**config.mk**
```make
export PLATFORM = sky130hd
export DESIGN_NAME = distinct_value_counter_core
export DESIGN_NICKNAME = d
export VERILOG_FILES = /design/src/dvc_pkg.sv /design/src/dvc_ram.sv /design/src/dvc_ctrl.sv /design/src/dvc_datapath.sv /design/src/distinct_value_counter_core.sv
export SDC_FILE = /design/constraint.sdc
export NUM_CORES = 2
export LEC_CHECK = 0
export BUFFER_PORTS_ARGS = -buffer_cell sky130_fd_sc_hd__clkbuf_2
export CAP_MARGIN = 20
export CORE_ASPECT_RATIO = 0.6
export CORE_MARGIN = 3
export CORE_UTILIZATION = 25
export DETAILED_ROUTE_END_ITERATION = 16
export GPL_ROUTABILITY_DRIVEN = 0
export PLACE_DENSITY_LB_ADDON = 0.25
export SLEW_MARGIN = 20
export SYNTH_ARGS = -nofsm -noshare
export SYNTH_HDL_FRONTEND = slang
export SYNTH_HIERARCHICAL = 1
export SYNTH_SLANG_ARGS = --single-unit
```
**constraint.sdc**
```tcl
create_clock -name i_clk -period 6.56 [get_ports i_clk]
set_input_delay 0.328 -clock i_clk [delete_from_list [all_inputs] [get_ports i_clk]]
set_output_delay 0.328 -clock i_clk [all_outputs]
set_load 0.01 [all_outputs]
```
**src/dvc_pkg.sv**
```systemverilog
`timescale 1ns / 1ps
// ----------------------------------------------------------------------------
// dvc_pkg
// Shared item types, request codes, controller states and the command and
// status groups that join the controller and the datapath.
// ----------------------------------------------------------------------------
package dvc_pkg;

    // Request codes carried in the req_type field.
    localparam logic REQ_COUNT = 1'b0;
    localparam logic REQ_READ  = 1'b1;

    // One input item.
    typedef struct packed {
        logic               req_type;
        logic signed [31:0] sample_value;
        logic        [5:0]  read_index;
    } t_in_item;

    // One result item.
    typedef struct packed {
        logic        [5:0]  entry_index;
        logic signed [31:0] entry_value;
        logic        [15:0] entry_count;
        logic               entry_valid;
        logic               new_entry;
        logic               table_full;
        logic        [6:0]  distinct_total;
    } t_out_item;

    // Controller states.
    typedef enum logic [2:0] {
        S_IDLE,
        S_SCAN,
        S_READ,
        S_UPDATE,
        S_DONE
    } t_state;

    // Commands from the controller to the datapath.
    typedef struct packed {
        logic start;     // accept the input item
        logic issue;     // issue the next search read
        logic compare;   // compare returned entry against the sample
        logic update;    // write the table and build a count result
        logic read_cap;  // build a read result from the returned entry
        logic load_out;  // move the result into the output register
    } t_ctrl_cmd;

    // Status from the datapath to the controller.
    typedef struct packed {
        logic in_is_read;  // offered item is a read request
        logic used_zero;   // table holds no entries
        logic match;       // returned entry holds the sample
        logic last_miss;   // last used entry returned without a match
        logic out_free;    // output register can take a result
    } t_dp_status;

endpackage

```
**src/dvc_ram.sv**
```systemverilog
`timescale 1ns / 1ps
// ----------------------------------------------------------------------------
// dvc_ram
// Generic single-write, single-read RAM with a registered read port.
// ----------------------------------------------------------------------------
module dvc_ram #(
    parameter  int WIDTH = 32,
    parameter  int DEPTH = 64,
    localparam int AW    = $clog2(DEPTH)
) (
    input  logic             i_clk,
    input  logic             i_wr_en,
    input  logic [AW-1:0]    i_wr_addr,
    input  logic [WIDTH-1:0] i_wr_data,
    input  logic             i_rd_en,
    input  logic [AW-1:0]    i_rd_addr,
    output logic [WIDTH-1:0] o_rd_data
);

    logic [WIDTH-1:0] r_mem [DEPTH];
    logic [WIDTH-1:0] r_rd_data;

    // Write port.
    always_ff @(posedge i_clk) begin
        if (i_wr_en) begin
            r_mem[i_wr_addr] <= i_wr_data;
        end
    end

    // Registered read port.
    always_ff @(posedge i_clk) begin
        if (i_rd_en) begin
            r_rd_data <= r_mem[i_rd_addr];
        end
    end

    assign o_rd_data = r_rd_data;

endmodule

```
**src/dvc_ctrl.sv**
```systemverilog
`timescale 1ns / 1ps
// ----------------------------------------------------------------------------
// dvc_ctrl
// Controller state machine: accepts one item, steps the table search or the
// entry read, orders the table update and hands the result to the output.
// ----------------------------------------------------------------------------
module dvc_ctrl
    import dvc_pkg::*;
(
    input  logic       i_clk,
    input  logic       i_rst_n,
    input  logic       i_in_valid,
    output logic       o_in_stall,
    input  t_dp_status i_status,
    output t_ctrl_cmd  o_cmd
);

    t_state r_state;
    t_state n_state;

    // State register.
    always_ff @(posedge i_clk) begin
        if (!i_rst_n) begin
            r_state <= S_IDLE;
        end else begin
            r_state <= n_state;
        end
    end

    // Next-state logic.
    always_comb begin
        n_state = r_state;
        unique case (r_state)
            S_IDLE: begin
                if (i_in_valid) begin
                    if (i_status.in_is_read) begin
                        n_state = S_READ;
                    end else if (i_status.used_zero) begin
                        n_state = S_UPDATE;
                    end else begin
                        n_state = S_SCAN;
                    end
                end
            end
            S_SCAN: begin
                if (i_status.match || i_status.last_miss) begin
                    n_state = S_UPDATE;
                end
            end
            S_READ: begin
                n_state = S_DONE;
            end
            S_UPDATE: begin
                n_state = S_DONE;
            end
            S_DONE: begin
                if (i_status.out_free) begin
                    n_state = S_IDLE;
                end
            end
            default: begin
                n_state = S_IDLE;
            end
        endcase
    end

    // Command outputs.
    always_comb begin
        o_cmd      = '0;
        o_in_stall = 1'b1;
        unique case (r_state)
            S_IDLE: begin
                o_in_stall  = 1'b0;
                o_cmd.start = i_in_valid;
            end
            S_SCAN: begin
                o_cmd.issue   = 1'b1;
                o_cmd.compare = 1'b1;
            end
            S_READ: begin
                o_cmd.read_cap = 1'b1;
            end
            S_UPDATE: begin
                o_cmd.update = 1'b1;
            end
            S_DONE: begin
                o_cmd.load_out = i_status.out_free;
            end
            default: begin
                o_in_stall = 1'b1;
            end
        endcase
    end

endmodule

```
**src/dvc_datapath.sv**
```systemverilog
`timescale 1ns / 1ps
// ----------------------------------------------------------------------------
// dvc_datapath
// Table storage, search address counter, entry compare, count update and
// the result and output registers.
// ----------------------------------------------------------------------------
module dvc_datapath
    import dvc_pkg::*;
#(
    parameter int TABLE_DEPTH = 64,
    parameter int COUNT_WIDTH = 16
) (
    input  logic       i_clk,
    input  logic       i_rst_n,
    input  t_ctrl_cmd  i_cmd,
    output t_dp_status o_status,
    input  t_in_item   i_in_item,
    output logic       o_out_valid,
    input  logic       i_out_stall,
    output t_out_item  o_out_item
);

    localparam int IW = $clog2(TABLE_DEPTH);
    localparam int UW = $clog2(TABLE_DEPTH + 1);
    localparam int XW = (UW > 6) ? UW : 6;
    localparam int RW = 32 + COUNT_WIDTH;

    // Control registers.
    logic [UW-1:0]          r_used;
    logic [UW-1:0]          n_used;
    logic [UW-1:0]          r_addr;
    logic                   r_pend;
    logic                   r_hit;
    logic                   r_rd_ok;
    logic                   r_out_valid;

    // Payload registers.
    logic [IW-1:0]          r_pend_addr;
    logic [31:0]            r_sample;
    logic [IW-1:0]          r_hit_idx;
    logic [COUNT_WIDTH-1:0] r_hit_cnt;
    logic [5:0]             r_rd_idx;
    t_out_item              r_res;
    t_out_item              n_res;
    t_out_item              r_out_item;

    logic                   in_range;
    logic                   issue_eff;
    logic                   rd_en;
    logic [IW-1:0]          rd_addr;
    logic [RW-1:0]          rd_data;
    logic [31:0]            rd_value;
    logic [COUNT_WIDTH-1:0] rd_cnt;
    logic                   value_eq;
    logic                   match_now;
    logic                   last_miss;
    logic                   room;
    logic [COUNT_WIDTH-1:0] hit_new_cnt;
    logic                   wr_en;
    logic [IW-1:0]          wr_addr;
    logic [RW-1:0]          wr_data;
    logic                   out_free;

    // Read request range check against the entries in use.
    assign in_range = XW'(i_in_item.read_index) < XW'(r_used);

    // Search reads run only over the entries in use.
    assign issue_eff = i_cmd.issue && (r_addr < r_used);
    assign rd_en     = issue_eff ||
                       (i_cmd.start && (i_in_item.req_type == REQ_READ) && in_range);
    assign rd_addr   = i_cmd.start ? IW'(i_in_item.read_index) : r_addr[IW-1:0];

    assign rd_value = rd_data[RW-1:COUNT_WIDTH];
    assign rd_cnt   = rd_data[COUNT_WIDTH-1:0];

    // Compare of the entry returned by the previous search read.
    assign value_eq  = (rd_value == r_sample);
    assign match_now = r_pend && value_eq;
    assign last_miss = r_pend && !value_eq &&
                       ((UW'(r_pend_addr) + UW'(1)) == r_used);

    // Table update: saturating increment on a hit, fresh entry on a miss.
    assign room        = r_used < UW'(TABLE_DEPTH);
    assign hit_new_cnt = (r_hit_cnt == {COUNT_WIDTH{1'b1}}) ?
                         r_hit_cnt : r_hit_cnt + COUNT_WIDTH'(1);
    assign wr_en       = i_cmd.update && (r_hit || room);
    assign wr_addr     = r_hit ? r_hit_idx : r_used[IW-1:0];
    assign wr_data     = {r_sample, (r_hit ? hit_new_cnt : COUNT_WIDTH'(1))};

    always_comb begin
        n_used = r_used;
        if (i_cmd.update && !r_hit && room) begin
            n_used = r_used + UW'(1);
        end
    end

    dvc_ram #(
        .WIDTH (RW),
        .DEPTH (TABLE_DEPTH)
    ) u_table (
        .i_clk     (i_clk),
        .i_wr_en   (wr_en),
        .i_wr_addr (wr_addr),
        .i_wr_data (wr_data),
        .i_rd_en   (rd_en),
        .i_rd_addr (rd_addr),
        .o_rd_data (rd_data)
    );

    // Result item for the finished request.
    always_comb begin
        n_res = r_res;
        if (i_cmd.read_cap) begin
            n_res.entry_index    = r_rd_idx;
            n_res.entry_value    = r_rd_ok ? rd_value : 32'd0;
            n_res.entry_count    = r_rd_ok ? 16'(rd_cnt) : 16'd0;
            n_res.entry_valid    = r_rd_ok;
            n_res.new_entry      = 1'b0;
            n_res.table_full     = 1'b0;
            n_res.distinct_total = 7'(r_used);
        end else if (i_cmd.update) begin
            n_res.entry_value    = r_sample;
            n_res.distinct_total = 7'(n_used);
            if (r_hit) begin
                n_res.entry_index = 6'(r_hit_idx);
                n_res.entry_count = 16'(hit_new_cnt);
                n_res.entry_valid = 1'b1;
                n_res.new_entry   = 1'b0;
                n_res.table_full  = 1'b0;
            end else if (room) begin
                n_res.entry_index = 6'(r_used);
                n_res.entry_count = 16'd1;
                n_res.entry_valid = 1'b1;
                n_res.new_entry   = 1'b1;
                n_res.table_full  = 1'b0;
            end else begin
                n_res.entry_index = 6'd0;
                n_res.entry_count = 16'd0;
                n_res.entry_valid = 1'b0;
                n_res.new_entry   = 1'b0;
                n_res.table_full  = 1'b1;
            end
        end
    end

    assign out_free = !r_out_valid || !i_out_stall;

    // Control registers.
    always_ff @(posedge i_clk) begin
        if (!i_rst_n) begin
            r_used      <= '0;
            r_addr      <= '0;
            r_pend      <= 1'b0;
            r_hit       <= 1'b0;
            r_rd_ok     <= 1'b0;
            r_out_valid <= 1'b0;
        end else begin
            r_used <= n_used;
            r_pend <= issue_eff;
            if (i_cmd.start) begin
                r_addr  <= '0;
                r_hit   <= 1'b0;
                r_rd_ok <= in_range;
            end else begin
                if (issue_eff) begin
                    r_addr <= r_addr + UW'(1);
                end
                if (i_cmd.compare && match_now) begin
                    r_hit <= 1'b1;
                end
            end
            if (i_cmd.load_out) begin
                r_out_valid <= 1'b1;
            end else if (!i_out_stall) begin
                r_out_valid <= 1'b0;
            end
        end
    end

    // Payload registers.
    always_ff @(posedge i_clk) begin
        if (i_cmd.start) begin
            r_sample <= i_in_item.sample_value;
            r_rd_idx <= i_in_item.read_index;
        end
        if (issue_eff) begin
            r_pend_addr <= r_addr[IW-1:0];
        end
        if (i_cmd.compare && match_now) begin
            r_hit_idx <= r_pend_addr;
            r_hit_cnt <= rd_cnt;
        end
        r_res <= n_res;
        if (i_cmd.load_out) begin
            r_out_item <= r_res;
        end
    end

    assign o_status.in_is_read = (i_in_item.req_type == REQ_READ);
    assign o_status.used_zero  = (r_used == '0);
    assign o_status.match      = match_now;
    assign o_status.last_miss  = last_miss;
    assign o_status.out_free   = out_free;

    assign o_out_valid = r_out_valid;
    assign o_out_item  = r_out_item;

endmodule

```
**src/distinct_value_counter_core.sv**
```systemverilog
`timescale 1ns / 1ps
// Read request: the table is read on acceptance, the result built in S_READ and
// moved to the output register in S_DONE. Count request: the search ends on a
// match or last used entry, one entry per cycle through the single read port.
// A new item is taken once the previous result sits in the output register.
// Reset clears the used-entry count and all control state; table contents are
// not cleared, since only entries below the used count are ever read.
// ----------------------------------------------------------------------------
// distinct_value_counter_core
// Associative frequency counter: counts occurrences of distinct 32-bit values
// in a table and returns single entries on request.
// ----------------------------------------------------------------------------
module distinct_value_counter_core
    import dvc_pkg::*;
#(
    parameter int TABLE_DEPTH = 64,
    parameter int COUNT_WIDTH = 16
) (
    input  logic      i_clk,
    input  logic      i_rst_n,
    input  logic      i_in_valid,
    output logic      o_in_stall,
    input  t_in_item  i_in_item,
    output logic      o_out_valid,
    input  logic      i_out_stall,
    output t_out_item o_out_item
);

    t_ctrl_cmd  cmd;
    t_dp_status status;

    // Controller.
    dvc_ctrl u_ctrl (
        .i_clk      (i_clk),
        .i_rst_n    (i_rst_n),
        .i_in_valid (i_in_valid),
        .o_in_stall (o_in_stall),
        .i_status   (status),
        .o_cmd      (cmd)
    );

    // Datapath.
    dvc_datapath #(
        .TABLE_DEPTH (TABLE_DEPTH),
        .COUNT_WIDTH (COUNT_WIDTH)
    ) u_datapath (
        .i_clk       (i_clk),
        .i_rst_n     (i_rst_n),
        .i_cmd       (cmd),
        .o_status    (status),
        .i_in_item   (i_in_item),
        .o_out_valid (o_out_valid),
        .i_out_stall (i_out_stall),
        .o_out_item  (o_out_item)
    );

`ifndef SYNTHESIS
    // An accepted item keeps the block busy in the following cycle.
    a_busy_after_accept: assert property (@(posedge i_clk) disable iff (!i_rst_n)
        (i_in_valid && !o_in_stall) |=> o_in_stall)
        else $error("input accepted again right after an item");

    // A fresh entry always starts valid with a count of one.
    a_new_entry_shape: assert property (@(posedge i_clk) disable iff (!i_rst_n)
        (o_out_valid && o_out_item.new_entry) |->
        (o_out_item.entry_valid && !o_out_item.table_full &&
         (o_out_item.entry_count == 16'd1)))
        else $error("new entry result is malformed");

    // A dropped value is never reported as counted.
    a_full_not_valid: assert property (@(posedge i_clk) disable iff (!i_rst_n)
        (o_out_valid && o_out_item.table_full) |->
        (!o_out_item.entry_valid && !o_out_item.new_entry))
        else $error("table full result flagged as counted");

    // The result is only loaded while the output register is free.
    a_load_when_free: assert property (@(posedge i_clk) disable iff (!i_rst_n)
        cmd.load_out |-> (!o_out_valid || !i_out_stall))
        else $error("result loaded over a stalled item");
`endif

endmodule
```
-- Word-level counts from Yosys, hierarchy flattened
Memory sizes are Yosys's and may differ from the RTL's. A register that Yosys moved wholly into a read port is not among the register bits.
Index checks and enable logic that the tools add are counted.
- register bits after elaboration: 215
- latch bits: 0
- memory bits (writable): 3072
- ROM bits: 0
- output and inout bits: 66
- memories kept: 1
- add/sub/neg operators: 4
- $mul: 0
- divide/modulo/power cells: 0
- order comparisons: 3
- eq/ne operators: 11
- shifts and indexed selects: 0
- multiplexer cells: 29
- bitwise operators: 1
- reduce and logical (&&, ||, !) cells: 24
- memories (name ; depth ; bits a word ; read ports ; clocked after Yosys merged registers in ; wr ports ; line ; source):
    u_datapath.u_table.r_mem ; 64 ; 48 ; 1 ; 1 ; 1 ; dvc_ram.sv:20 ; logic [WIDTH-1:0] r_mem [DEPTH];
- operators by type and width (operator ; count):
    64-bit two-way mux ; 2
    16-bit two-way mux ; 3
    32-bit == test ; 1
    32-bit two-way mux ; 1
    6-bit two-way mux ; 4
    19-bit two-way mux ; 1
    16-bit by 1-bit adder with 16-bit output (second input constant) ; 1
    16-bit == test (second input constant) ; 1
    7-bit by 1-bit adder with 7-bit output (second input constant) ; 2
    3-bit two-way mux ; 4
    3-bit case mux with 4 select lines ; 1
    1-bit logical AND ; 10
    1-bit two-way mux ; 9
    6-bit by 1-bit adder with 7-bit output (second input constant) ; 1
    7-bit == test ; 1
    7-bit zero test ; 1
    6-bit by 7-bit less-than comparator with 1-bit output ; 1
    7-bit less-than comparator ; 1
    7-bit less-than comparator (second input constant) ; 1
    7-bit two-way mux ; 1
    3-bit by 2-bit == test with 1-bit output (second input constant) ; 2
    2-bit by 1-bit inequality test with 1-bit output (second input constant) ; 3
    1-bit zero test ; 4
    1-bit logical OR ; 4
    10 further kinds ; 12

-- Logic depth before layout (Yosys ltp)
- depth after elaboration: 7
- mapped depth: 14
- depth with buffers taken out: 9

-- By module
The synthesis kept the hierarchy.
- modules (own cells, without submodules) (module ; instances ; cells each ; area each (um^2)):
    dvc_ram ; 1 ; 4970 ; 117597.8
    dvc_datapath ; 1 ; 627 ; 8918.6
    dvc_ctrl ; 1 ; 30 ; 262.8

-- Worst setup path before layout
No wires, ideal clock.
- path type: reg-to-reg
- from: register u_ctrl.r_state[2]
- to: memory u_datapath/u_table/r_mem[49][0] in the netlist's numbering (enable)
- library setup time: 513 ps
- data arrival time: 5012 ps
- required time: 6047 ps
- setup slack: 1036 ps
- stages on the path, launching flop included: 9
- path buffers: 3
- cell sequence: dfxtp_1 > buf_6 > and3b_1 > clkbuf_1 > clkbuf_1 > and2_1 > nor2b_1 > nand4_1 > nor3_1
- RTL lines (element ; line ; source):
    start, declared ; dvc_ctrl.sv:18 ; t_state r_state;
    start signal, assigned ; dvc_ctrl.sv:26 ; r_state <= n_state;
    end, declared ; dvc_ram.sv:20 ;

==> metrics.md <==
| Metric | Value |
|---|---|
| Routed WL | `roughly 440,000 um` |
| Gr usage total | `0.1642` |
| P_leak | `about 43 nW` |
| VDD IR-drop max | `between 0.2 and 0.25 mV` |
| WHS | `between 0.1 and 0.15 ns` |
| Port Buffers | `about 110` |
| Fin. Hold Viols | `0` |
| Crit start category | `register` |
| Initial antenna violation count | `50` |
| PwrDens | `approximately 340 mW/mm^2` |
| Crit path DAT | `6.06 ns` |
| Drt wl/cell | `about 34 um` |
| # H-tree levels | `5` |
| Final ANT Viol Nets | `0` |
| Routed vias | `about 66,000` |
| Post-Layout Cell Count | `approximately 13,000` |
| Num CTS Buffers | `between 300 and 400` |
| # clock sinks | `3,335` |
| Die Area | `~0.52 mm^2` |
| Clk Latency, worst-skew pair | `roughly 0.92 ns` |
| Sequential fraction of the synthesis area | `0.7881` |
| Ys Warns | `6` |
| Post-synthesis cell area | `~0.13 mm^2` |
| Final Slew Violations | `0` |
| Vias in the first global route | `63,700` |
| Fmax | `between 150 and 200 MHz` |
| Clk buf depth | `4` |
| Hold depth | `2` |
| RR Endpoint | `u_datapath/u_table/o_rd_data[35]` |
| Setup tns final | `0 ns` |
| Fin crit share | `0.8361` |
| Avg Cell Area, Syn | `22.53 um^2` |
| CTS tree | `yes` |
| Max transition margin | `0.1908` |
| Die height | `between 500 and 600 um` |
| Worst R2R Start | `u_ctrl/r_state[0]` |
| Ports | `approximately 110` |
| Hold Crit Class | `in -> reg` |
| Flops & latches, synth | `approximately 3,300` |
| Largest net degree at the start of global routing | `85` |
| Worst Hold End | `u_datapath/r_sample[14]` |
| Initial Util | `0.2523` |
| Clk slew on worst S/H paths | `approximately 0.070 ns` |
| # DRC | `0` |
| Clk_skew | `slightly above 0.05 ns` |
| Req. time, crit path | `between 7 and 8 ns` |
| Setup Viol. Count Final | `0` |
| Inst Count DP | `12,440` |
| Die extent in x | `between 900 and 1000 um` |
| Reg2Reg Depth | `9` |
| Remaining Overflow, GRT | `0` |
| Initial DRC count | `between 10,000 and 15,000` |
| Status | `finished clean` |
| DR pass1 iterations | `6` |
| Async S/R FF share, synth | `0` |
| Max Cap Violations | `0` |
| Layout cells sized above 1 | `0.2756` |
| R2R setup slack | `~1.1 ns` |
| RSZ-0062 raised after global routing | `false` |
| Fin crit period | `roughly 5.5 ns` |
| Hold_sp | `i_in_item[20]` |
| Global-route wire length before repair | `~580,000 um` |
| Avg Vias per Cell | `approximately 5` |
| Fin nets | `approximately 6,100` |
| Worst setup EP type | `register` |
| HPWL Detailed | `between 200,000 and 300,000 um` |
| Fillers | `~49,000` |
| EDFF count, synth | `around 3,300` |
| CTS root buf | `clkbuf_16` |
| Post-cts resize count | `0` |
| Core box area | `~0.5 mm^2` |
| Worst Tran Pin Value | `1.214 ns` |
| CP max FO | `42` |
| Yosys cell types | `76` |
| Crit Path Class | `reg -> reg` |
| Layout area overhead | `16.81%` |
| Post-Syn Nets | `5,686` |
| Rows | `~200` |
| Post-synth top flop | `edfxtp_1` |
| Syn Inst Count | `approximately 5,600` |
[state kept, by name, indices dropped and copies added (netlist names)]
register	flops
u_datapath/r_addr	7
u_ctrl/r_state	3
u_datapath/r_sample	32
u_datapath/r_rd_idx	6
u_datapath/u_table/r_mem	3072
u_datapath/o_out_item	64
u_datapath/r_res	64
u_datapath/r_used	7
u_datapath/r_rd_ok	1
u_datapath/r_hit_idx	6
u_datapath/o_out_valid	1
u_datapath/r_hit_cnt	16
u_datapath/r_pend_addr	6
u_datapath/r_hit	1
u_datapath/u_table/o_rd_data	48
u_datapath/r_pend	1
[cells by family (layout without fill, tap and decap cells)]
kind of cell / count (synthesis) / in the layout / share of synthesized area
XOR/XNOR: 52 / 52 / 0.003592
buffers and inverters: 331 / 1013 / 0.01361
adder cells (fa/ha/maj): 16 / 16 / 0.001579
multiplexers: 843 / 843 / 0.1412
flip-flops: 3335 / 3335 / 0.7881
other: 0 / 5 / 0
AO/OA/AOI/OAI: 626 / 626 / 0.03586
AND/OR/NAND/NOR: 424 / 424 / 0.01604
[stage by stage]
stage          total power [mW]  utilization  area [um^2]  setup WS [ns]
6_report                  49.70       0.2947       148100          1.075
2_1_floorplan             29.23            -       126800          1.036
3_3_place_gp              32.21       0.2748       138100          1.267
4_1_cts                   50.11       0.2947       148100          1.141
3_5_place_dp              32.29       0.2749       138100          1.138
5_1_grt                   51.34       0.2947       148100         0.9464
[routing by layer]
metal	part of all wire	vias up	track usage
li1	-	24990	-
met1	0.47	37040	0.2618
met2	0.40	3665	0.2195
met3	0.12	475	0.04949
met4	0.017	6	0.02658
met5	0.000071	-	0
[where the power goes]
part / switching [mW] / internal [mW]
registers: 0.303 / 24.4
logic: 4.60 / 2.58
clock network: 8.11 / 9.75
total: 13.0 / 36.7
[layout by cell type, fill, tap and decap left out, types with 85 or more instances in the layout]
| cell type | instances |
|---|---|
| clkbuf_2 | 108 |
| edfxtp_1 | 3312 |
| buf_4 | 242 |
| nand2_1 | 97 |
| a21oi_1 | 85 |
| o22ai_1 | 123 |
| nor2_1 | 85 |
| mux4_2 | 754 |
| a22o_1 | 96 |
| clkbuf_16 | 308 |
[worst max-delay path, cell delays in order (launching register included)]
cell and delay [ns]:
dfxtp_1 0.44, or3_4 0.45, nor2_4 0.56, mux2_8 0.81, buf_12 0.39, buf_12 0.29, mux4_2 0.56, a22o_1 0.25
a221oi_1 0.91, a221oi_1 0.27
[synth_stat cells, drive strengths merged (5+ instances only)]
master,instances,area (um^2)
nand2b,17,106.4
o21ai,41,205.2
a31o,9,78.82
nand4,12,75.07
a21o,6,45.04
o22ai,123,769.5
a221oi,83,727.0
nor3,14,80.08
a21oi,85,425.4
a22o,96,840.8
nand3b,5,37.54
nor4,10,77.57
nor2b,30,187.7
dfxtp,23,460.4
and2,16,100.1
inv,14,52.55
mux2,21,240.2
a211oi,36,270.3
nor2,164,618.1
or3,8,60.06
edfxtp,3312,99460
o221ai,28,245.2
nand3,24,137.6
ha,16,200.2
a311oi,11,96.34
nand2,101,379.1
xor2,35,306.5
mux4,754,16980
mux2i,68,680.7
buf,200,1232
a21boi,8,60.05
xnor2,17,148.9
and3,8,50.05
clkbuf,117,440.4
a31oi,5,37.53
a22oi,73,548.0
[what timing repair did]
| item | CTS | global route |
|---|---|---|
| setup buffers | 0 | 0 |
| endpoints found under the hold margin | 58 | 0 |
| hold buffers | 45 | 0 |
[how the worst max path moves through the flow]
stage                                 start  depth (start not counted)                          endpoint
after global placement    u_ctrl/r_state[0]                          9  u_datapath/u_table/o_rd_data[35]
after detailed placement  u_ctrl/r_state[0]                          9  u_datapath/u_table/o_rd_data[35]
final                     u_ctrl/r_state[0]                          9  u_datapath/u_table/o_rd_data[35]
after floorplan           u_ctrl/r_state[2]                          8   u_datapath/u_table/r_mem[49][0]
after CTS                 u_ctrl/r_state[0]                          9  u_datapath/u_table/o_rd_data[35]
after global routing      u_ctrl/r_state[0]                          9  u_datapath/u_table/o_rd_data[35]
[area by class of cell]
class                           count  area (um^2)  share of cell area
Antenna cell                        5        12.51          0.00008449
Clock buffer                      366         7925             0.05351
Clock inverter                    161         1585             0.01070
Inverter                           14        52.55           0.0003548
Multi-Input combinational cell   1961        25890              0.1748
Sequential cell                  3335        99920              0.6747
Tap cell                         6699         8382             0.05660
Timing Repair Buffer              472         4334             0.02927
Note: power is estimated with default switching activity, not from simulation.
